<file path="src/rtl/lxc_pkg.sv">
// shared types, character codes and the hex digit decoder for the line checksum checker
// no dependencies
`timescale 1ns / 1ps

package lxc_pkg;

   localparam logic [7:0] CH_LF     = 8'h0A;
   localparam logic [7:0] CH_CR     = 8'h0D;
   localparam logic [7:0] CH_STAR   = 8'h2A;
   localparam int         HEX_BITS  = 4;   // one digit of radix 16
   localparam int         RSP_BITS  = 24;  // result fields padded to whole bytes

   typedef struct packed {
      logic       star_seen;
      logic [7:0] received_sum;
      logic [7:0] computed_sum;
      logic       line_ok;
   } result_type;

   typedef struct packed {
      logic                is_hex;
      logic [HEX_BITS-1:0] value;
   } hex_type;

   function automatic hex_type hex_digit(input logic [7:0] b);
      hex_type d;
      d.is_hex = 1'b0;
      d.value  = '0;
      if (b >= 8'h30 && b <= 8'h39) begin
         d.is_hex = 1'b1;
         d.value  = HEX_BITS'(b - 8'h30);
      end else if (b >= 8'h61 && b <= 8'h66) begin
         d.is_hex = 1'b1;
         d.value  = HEX_BITS'(b - 8'h57);
      end else if (b >= 8'h41 && b <= 8'h46) begin
         d.is_hex = 1'b1;
         d.value  = HEX_BITS'(b - 8'h37);
      end
      return d;
   endfunction

endpackage

</file>
<file path="src/rtl/lxc_parser.sv">
// line state tracker: start mark skip, xor sum up to the star, hex field decode
// depends on lxc_pkg
`timescale 1ns / 1ps

module lxc_parser (
   input  logic                clock,
   input  logic                reset,
   input  logic                step,
   input  logic [7:0]          rx_byte,
   output logic                emit,
   output lxc_pkg::result_type result
);

   typedef enum logic [1:0] {
      PHASE_EMPTY,
      PHASE_SUM,
      PHASE_HEX,
      PHASE_DONE
   } phase_type;

   phase_type   phase_ff, phase_in;
   logic [7:0]  xor_ff, xor_in;
   logic [7:0]  hex_ff, hex_in;
   logic        line_end;
   logic        star;
   lxc_pkg::hex_type digit;

   assign line_end = (rx_byte == lxc_pkg::CH_LF) || (rx_byte == lxc_pkg::CH_CR);
   assign digit    = lxc_pkg::hex_digit(rx_byte);
   assign star     = (phase_ff != PHASE_SUM);

   // result of the line closed by this item
   assign emit                = line_end && (phase_ff != PHASE_EMPTY);
   assign result.star_seen    = star;
   assign result.received_sum = star ? hex_ff : 8'h00;
   assign result.computed_sum = xor_ff;
   assign result.line_ok      = star && (xor_ff == hex_ff);

   always_comb begin
      phase_in = phase_ff;
      xor_in   = xor_ff;
      hex_in   = hex_ff;
      if (line_end) begin
         phase_in = PHASE_EMPTY;
         xor_in   = 8'h00;
         hex_in   = 8'h00;
      end else begin
         case (phase_ff)
            PHASE_EMPTY: begin
               phase_in = PHASE_SUM;
            end
            PHASE_SUM: begin
               if (rx_byte == lxc_pkg::CH_STAR) begin
                  phase_in = PHASE_HEX;
               end else begin
                  xor_in = xor_ff ^ rx_byte;
               end
            end
            PHASE_HEX: begin
               if (!digit.is_hex) begin
                  phase_in = PHASE_DONE;
               end else begin
                  // times 16 plus digit, low 8 bits kept
                  hex_in = {hex_ff[7-lxc_pkg::HEX_BITS:0], digit.value};
               end
            end
            default: begin
            end
         endcase
      end
   end

   always_ff @(posedge clock) begin
      if (reset) begin
         phase_ff <= PHASE_EMPTY;
         xor_ff   <= 8'h00;
         hex_ff   <= 8'h00;
      end else if (step) begin
         phase_ff <= phase_in;
         xor_ff   <= xor_in;
         hex_ff   <= hex_in;
      end
   end

endmodule

</file>
<file path="config.mk">
export PLATFORM = sky130hd
export DESIGN_NAME = lxc_parser
export DESIGN_NICKNAME = d
export VERILOG_FILES = /design/src/rtl/lxc_pkg.sv /design/src/rtl/lxc_parser.sv
export SDC_FILE = /design/constraint.sdc
export NUM_CORES = 1
export LEC_CHECK = 0
export BUFFER_PORTS_ARGS = -buffer_cell sky130_fd_sc_hd__buf_2
export CAP_MARGIN = 20
export CORE_AREA = 5 5 59 61
export DETAILED_ROUTE_END_ITERATION = 10
export DIE_AREA = 0 0 64 66
export PLACE_DENSITY = 0.72
export SYNTH_ARGS = -nofsm -noshare
export SYNTH_HDL_FRONTEND = slang
export SYNTH_SLANG_ARGS = --single-unit
export TNS_END_PERCENT = 1
</file>
<file path="constraint.sdc">
create_clock -name clock -period 2.3 [get_ports clock]
set_clock_uncertainty 0.15 [all_clocks]
set_input_delay 0.46 -clock clock [delete_from_list [all_inputs] [get_ports clock]]
set_output_delay 0.46 -clock clock [all_outputs]
set_load 0.03 [all_outputs]
</file>
Word level (Yosys, flattened, before mapping) --
Cells that the tools add are included.
Cells by class: add/subtract/negate cells 3, equal/unequal tests 10, reduce and logical (&&, ||, !) cells 15, magnitude comparators 6, mux-type cells 14, bitwise gates (word level) 1
Operators with widths (count):
- 8-bit two-way mux | 7
- 8-bit by 4-bit equality test with 1-bit output (second input constant) | 2
- 8-bit by 7-bit greater-or-equal comparator with 1-bit output (second input constant) | 2
- 8-bit by 7-bit <= comparator with 1-bit output (second input constant) | 2
- 5-bit two-way mux | 3
- 8-bit by 6-bit equality test with 1-bit output (second input constant) | 1
- 8-bit equality test | 1
- 8-bit by 6-bit greater-or-equal comparator with 1-bit output (second input constant) | 1
- 8-bit by 6-bit <= comparator with 1-bit output (second input constant) | 1
- 2-bit nonzero test | 4
- 4-bit by 3-bit subtractor with 4-bit output (second input constant) | 2
- 8-bit bitwise XOR | 1
- 2-bit two-way mux | 3
- 3-bit inequality test (second input constant) | 2
- 2-bit case mux with 3 select lines | 1
- 3-bit AND reduction | 2
- 1-bit logical AND | 5
- 4-bit AND reduction | 1
- 4-bit nonzero test | 1
- 4-bit by 1-bit subtractor with 4-bit output (second input constant) | 1
- 2-bit by 1-bit equality test with 1-bit output (second input constant) | 1
- 2-bit equality test (second input constant) | 1
- 2-bit logical NOT | 1
- 2-bit by 1-bit inequality test with 1-bit output (second input constant) | 1
- other kinds (2) | 2
Storage, ports and cells: register bits 18, input bits 11

Longest topological paths before layout --
Gate-level depths: netlist (run 1).
word-level depth 8, gate-level depth with buffers 8, gate-level depth less buffers 7

Worst setup path after synthesis (run 1) --
Ideal clock, no wire load.
path type input -> output, start point input rx_byte[4], end point output emit, data required time 1.690 ns, buffers on the path 0, setup slack -0.335 ns, stages on the path 2, arrival time 2.025 ns, path through or4b_4 nor4_1
On the way: cells in the longest elaborated chain, start to end 3
RTL lines:
- from (decl) | line lxc_parser.sv:9 | input logic [7:0] rx_byte,
- 8-bit by 4-bit equality test with 1-bit output | line lxc_parser.sv:28 | assign line_end = (rx_byte == lxc_pkg::CH_LF) || (rx_byte == lxc_pkg::CH_CR);
- 1-bit logical OR (*) | line lxc_parser.sv:28
- 1-bit logical AND (*) | line lxc_parser.sv:33 | assign emit = line_end && (phase_ff != PHASE_EMPTY);
- to (decl) | line lxc_parser.sv:10 | output logic emit,
Every way passes the cells marked *; elsewhere a longest branch is shown, timed or not.

Worst setup path in the final report (run 1) --
Ends and elaborated chain as after synthesis.

==> key figures, run 1 <==
Die
  • Core Area: 0.00293 sq mm
  • Initial Util: 44.6%
  • Number of top-level pins: 30
  • Site Rows: 20
  • Die width: 64 um
  • Die Area: 0.00422 sq mm
  • Die Y: roughly 66 um

Status
  • Outcome: completed

Yosys
  • Mapped cell area: 0.00131 sq mm
  • Syn Area/Cell: 9.47 sq um
  • Top cell type by total area after synthesis: dfxtp_1
  • Asr flop ratio synth: 0%
  • Post-synth top area share: 27.6%
  • FF+latch count, synth: 18
  • Post-Syn Nets: ~160
  • Post-synth EDFFs: 0
  • Main synth FF type: dfxtp_1
  • Seq/Total Area, Yosys: 27.6%
  • Distinct cell type count after synthesis: 42
  • Count leader, synth: dfxtp_1
  • Synth area leaders: dfxtp_1 28%, xnor2_1 10%, ha_1 6.7%
  • Cell count after synthesis: 138
  • Top post-synthesis cells by count: 18 x dfxtp_1, 15 x xnor2_1, 14 x nor2_1
  • Synth warnings: 0

Clock network
  • CTS tree: done
  • CTS H-Tree Depth: 1
  • Root buf cell: clkbuf_4
  • CTS clock-pin slew for the worst setup and hold paths: 0.10 ns
  • CTS sink cnt: 18
  • Max Root-Sink Buffers: 2
  • Cts bufs inserted: 3
  • Post-CTS Hold Buffers: 0
  • Worst-Skew Late Latency: around 0.29 ns

Setup path
  • Flop2flop setup slack: 0.39 ns
  • CP endpoint kind: primary output
  • Crit path kind: input pin to primary output
  • Worst Path Required: between 1.5 and 2 ns
  • R2R Path Start: phase_ff[0]
  • WP data arrival: 1.62 ns
  • Startpoint Class: input pin
  • Critical R2R Capture: phase_ff[0]
  • Worst Reg-to-Reg Cells: 7
  • Crit path max fanout: 5

Global routing
  • Total grt overflow: 0
  • Largest net degree at the start of global routing: 14
  • Vias in the first global route: 1155
  • First-pass GRT wire length: 5170 um
  • Initial antenna violation count: 0
  • Gr usage total: 15.3%

Layout
  • Antenna Cells: 0
  • Fin nets: 194
  • Synth-to-Final Area Change: 21.3%
  • Layout cells sized above 1: a little under two fifths
  • Post-Route Utilization: 54.1%

Hold path
  • Hold path depth: 2
  • Hold/Removal Path Class: input pin to flop
  • Hold_sp: reset
  • Worst hold endpoint: hex_ff[4]

Placement
  • Number of I/O port buffers: 29
  • Gp weighted congestion: between 0.8 and 0.9
  • Detailed Place HPWL: between 2000 and 2500 um

STA
  • WHS: between 0.3 and 0.4 ns
  • Fin. Hold Viols: 0
  • Max Freq: roughly 450 MHz
  • Max-slew violations: 0
  • Worst relative slew slack: 77.9%
  • Minimum clock period: 2.23 ns
  • Final Cycle Share: 96.9%
  • Fin Setup TNS: 0 ns
  • Worst slew pin tran: about 0.33 ns
  • Unrepaired setup endpoints after global routing: false
  • Final setup viols: 0

Run
  • # Max-Cap Violations: 0

Pwr
  • VDD IR-drop max: 0.000310 V
  • Leak pwr: between 0.6 and 0.7 nW
  • Power density of the placed cells: around 500 mW/mm^2

Detailed routing
  • DRC: 0
  • DR vias: approximately 1100
  • Vias per inst: roughly 5.4
  • Drt pass-1 iters: 4
  • Initial DRC count: 28
  • WL per Instance: about 15 um
  • Final ANT Viol Nets: 0
  • Routed Wire Length: 3130 um
## layout by cell type, fill, tap and decap left out, types with 2 or more instances in the layout
cell type and instances:
xnor2_1 15, buf_2 27, nor3b_1 2, ha_2 2, a32oi_1 4, o31ai_1 4, inv_1 7, a21oi_1 4
o21ai_0 2, o21bai_1 2, nor3_2 3, nor3b_2 5, nor2b_1 9, dfxtp_1 18, nand2b_1 2, mux2i_1 2
ha_1 5, or4b_4 2, nor2_1 14, or4_1 2, nand3_1 2, buf_4 12, clkbuf_4 3, nand3b_1 4
nor4_2 3
## layer usage
layer  up-vias  part of all wire (%)  global-route usage (%)
met3         4                   3.8                    2.21
met2        29                    51                    27.1
met5         -                     0                       0
met1       520                    44                    17.9
met4         0                   1.2                    7.01
li1        568                     -                       -
## logic make-up (layout without fill, tap and decap cells)
family	count (synthesis)	count (layout)	share of synthesized area, %
buffers and inverters	14	50	6.03
multiplexers	4	4	3.16
flip-flops	18	18	27.6
adder cells (fa/ha/maj)	7	7	6.70
AND/OR/NAND/NOR	55	55	30.4
AO/OA/AOI/OAI	24	24	15.4
XOR/XNOR	16	16	10.7
## cell type report
type	count	area (sq um)
well taps	33	41.3
flip-flops and latches	18	360
inverters	7	26.3
fillers	273	1340
multi-input cells	106	888
clock buffers	3	22.5
repair buffers	40	245
## report_power, final
part           internal, mW  switching [mW]  leakage, nW
logic                 0.127           0.182        0.503
registers             0.326          0.0131        0.145
clock network        0.0609          0.0978       0.0138
## worst max-delay path, cell delays in order
cell and delay, ns:
buf_2 0.13, or4b_4 0.60, nor4_2 0.23, buf_4 0.20
## registers in the layout (all words and copies together) (netlist names)
name and flops:
hex_ff 8, phase_ff 2, xor_ff 8
## worst max path at each step
stage / startpoint / end / slack (ns)
5_1_grt: phase_ff[1] / result[0] / 0.02
2_1_floorplan: phase_ff[1] / result[0] / -0.07
6_report: rx_byte[4] / emit / 0.07
4_1_cts: rx_byte[0] / emit / 0.02
3_5_place_dp: rx_byte[1] / phase_ff[0] / -0.05
3_3_place_gp: rx_byte[1] / phase_ff[0] / 0.001
## stage by stage
stage | setup WS (ns) | power, mW | area (sq um) | instances
after floorplan | -0.0692 | 0.554 | 1310 | 138
after detailed placement | -0.0515 | 0.642 | 1540 | 204
after CTS | 0.0189 | 0.803 | 1560 | 207
final | 0.0705 | 0.807 | 1580 | 207
after global routing | 0.0224 | 0.856 | 1580 | 207
after global placement | 0.00137 | 0.632 | 1540 | 204
## what timing repair did
item / in CTS / in global routing
endpoints found under the setup margin: 0 / 2
gates resized for setup: 0 / 6
buffers inserted: 0 / 0
(Power assumes the default switching activity.)
==> run 2: changes to the inputs <==
--- a/config.mk
+++ b/config.mk
@@ -7,9 +7,9 @@
 export LEC_CHECK = 0
 export BUFFER_PORTS_ARGS = -buffer_cell sky130_fd_sc_hd__buf_2
 export CAP_MARGIN = 20
-export CORE_AREA = 5 5 59 61
+export CORE_AREA = 2 2 56 58
 export DETAILED_ROUTE_END_ITERATION = 10
-export DIE_AREA = 0 0 64 66
+export DIE_AREA = 0 0 58 60
 export PLACE_DENSITY = 0.72
 export SYNTH_ARGS = -nofsm -noshare
 export SYNTH_HDL_FRONTEND = slang
==> key figures, run 2 (synthesized netlist as in run 1, its figures left out) <==
STA
  • WHS: around 0.33 ns
  • Max-slew violations: 0
  • Final setup viols: 0
  • Final Cycle Share: 98.0%
  • Minimum clock period: around 2.3 ns
  • Max Freq: around 440 MHz
  • Fin. Hold Viols: 0
  • Worst slew pin tran: 0.323 ns
  • Worst relative slew slack: 78.3%

Pwr
  • Int Pwr: 550 uW
  • Sw Share: 34.7%
  • Clk pwr share: approximately 23%
  • Power density of the placed cells: 523 mW/mm^2
  • Combinational share of power: 36.9%
  • Leak pwr: 0.680 nW
  • VDD IR-drop max: 0.000498 V
  • Psw: approximately 300 uW
  • Sequential share of power: about two fifths

Die
  • Die Area: 0.00348 sq mm
  • Site Rows: 20
  • Die width: 58 um
  • Core Area: 0.00290 sq mm
  • Die Y: roughly 60 um
  • Initial Util: 45.0%
  • Number of top-level pins: 30

Layout
  • Most frequent cells in the layout: 27 x buf_2, 18 x dfxtp_1, 15 x xnor2_1
  • Regs by FF count: hex_ff x8, xor_ff x8, phase_ff x2
  • Synth-to-Final Area Change: 23.4%
  • Post-Route Utilization: 55.5%
  • Fin nets: 195
  • Most common cell after layout, fill and taps aside: buf_2
  • Layout cells sized above 1: 37.5%
  • Antenna Cells: 0

Placement
  • Detailed Place HPWL: 2380 um
  • Number of I/O port buffers: 29
  • Gp weighted congestion: 0.820

Detailed routing
  • WL per Instance: between 10 and 15 um
  • Vias per inst: 5.56
  • Final ANT Viol Nets: 0
  • DRC: 0
  • DR vias: 1162
  • Routed Wire Length: a little over 3000 um
  • Initial DRC count: 24
  • Drt pass-1 iters: 4

Setup path
  • Critical R2R Capture: phase_ff[0]
  • Cell mode on critical path: buf_4
  • CP endpoint kind: primary output
  • Slowest stage delay, CP: 0.24 ns
  • Top delay family on crit path: buffers and inverters
  • Startpoint Class: input pin
  • Worst Path Required: 1.69 ns
  • Flop2flop setup slack: 0.40 ns
  • R2R Path Start: phase_ff[0]
  • Crit path kind: input pin to primary output
  • Slowest cell on crit path: ha_1
  • WP data arrival: around 1.6 ns
  • CP bufs+invs: 5
  • Worst Reg-to-Reg Cells: 7
  • Crit path max fanout: 4
  • Crit-path cells: buf_2 > inv_1 > buf_4 > ha_1 > mux2i_2 > buf_4 > nor4_4 > buf_4

Global routing
  • GR met2 Demand/Resource: about a third
  • Largest net degree at the start of global routing: 14
  • Grt met1 use: around 23%
  • Vias in the first global route: 1122
  • Met3 usage: approximately 4%
  • First-pass GRT wire length: 5090 um
  • Initial antenna violation count: 0
  • Top Usage Layer GRT: met2
  • Total grt overflow: 0
  • Gr usage total: 19.1%

Hold path
  • Hold path depth: 2
  • Hold_sp: reset
  • Worst hold endpoint: phase_ff[0]
  • Hold/Removal Path Class: input pin to flop

Status
  • Outcome: completed

Clock network
  • CTS sink cnt: 18
  • Worst-Skew Late Latency: 0.29 ns
  • Post-CTS Hold Buffers: 0
  • Cts bufs inserted: 3
  • Max Root-Sink Buffers: 2
  • CTS tree: done
  • CTS H-Tree Depth: 1
  • CTS clock-pin slew for the worst setup and hold paths: 0.10 ns
  • Root buf cell: clkbuf_4

Run
  • # Max-Cap Violations: 0
[run 2: cell types whose count changed in the layout (fill, tap and decap cells not counted)]
cell / change
buf_4: +1
clkbuf_8: +1
ha_1: +1
ha_2: -1
nor4_2: -1
nor4_4: +1
[run 2: repair_timing]
action                                  CTS  global route
endpoints found under the setup margin    0             2
gates resized for setup                   0             6
setup buffers                             0             0
[run 2: worst max path at each step]
| stage | from | end | cells past startpoint |
|---|---|---|---|
| 2_1_floorplan | phase_ff[1] | result[0] | 4 |
| 3_3_place_gp | rx_byte[1] | phase_ff[0] | 8 |
| 3_5_place_dp | rx_byte[1] | phase_ff[0] | 8 |
| 4_1_cts | rx_byte[0] | emit | 8 |
| 5_1_grt | rx_byte[0] | emit | 8 |
| 6_report | rx_byte[0] | emit | 8 |
[run 2: power by group through the flow]
| stage | combinational, mW | sequential [mW] | clock, mW |
|---|---|---|---|
| 2_1_floorplan | 0.195 | 0.359 | 0 |
| 3_3_place_gp | 0.285 | 0.345 | 0 |
| 3_5_place_dp | 0.293 | 0.346 | 0 |
| 4_1_cts | 0.294 | 0.339 | 0.195 |
| 5_1_grt | 0.341 | 0.342 | 0.210 |
| 6_report | 0.311 | 0.339 | 0.193 |
[run 2: cell type report]
| type | instances | area (sq um) |
|---|---|---|
| Clock buffer | 4 | 36.3 |
| Fill cell | 269 | 1290 |
| Inverter | 7 | 26.3 |
| Multi-Input combinational cell | 106 | 895 |
| Sequential cell | 18 | 360 |
| Tap cell | 33 | 41.3 |
| Timing Repair Buffer | 41 | 253 |
[run 2: stage by stage]
stage	std cells	TNS, ns	instance area, sq um	worst slack, ns	total power [mW]
final	209	0	1610	0.0469	0.843
after global routing	209	-0.00423	1610	-0.00423	0.892
after CTS	209	0	1590	0.00931	0.828
after detailed placement	205	-0.164	1550	-0.0669	0.639
after global placement	205	-0.00994	1550	-0.00994	0.631
after floorplan	138	-0.0692	1310	-0.0692	0.554
[run 2: worst register-to-register path: cells and delay by family (launching register included)]
kind                     cells  cell delay [ns]
adder cells (fa/ha/maj)      1             0.21
AND/OR/NAND/NOR              3             0.83
flip-flops                   1             0.36
AO/OA/AOI/OAI                1             0.14
buffers and inverters        2             0.16
[run 2: per-layer routing]
layer  part of all wire, %  wire length [um]
met1                    43              1330
met2                    52              1600
met3                   3.7               114
met4                   1.6                49
met5                     0                 0
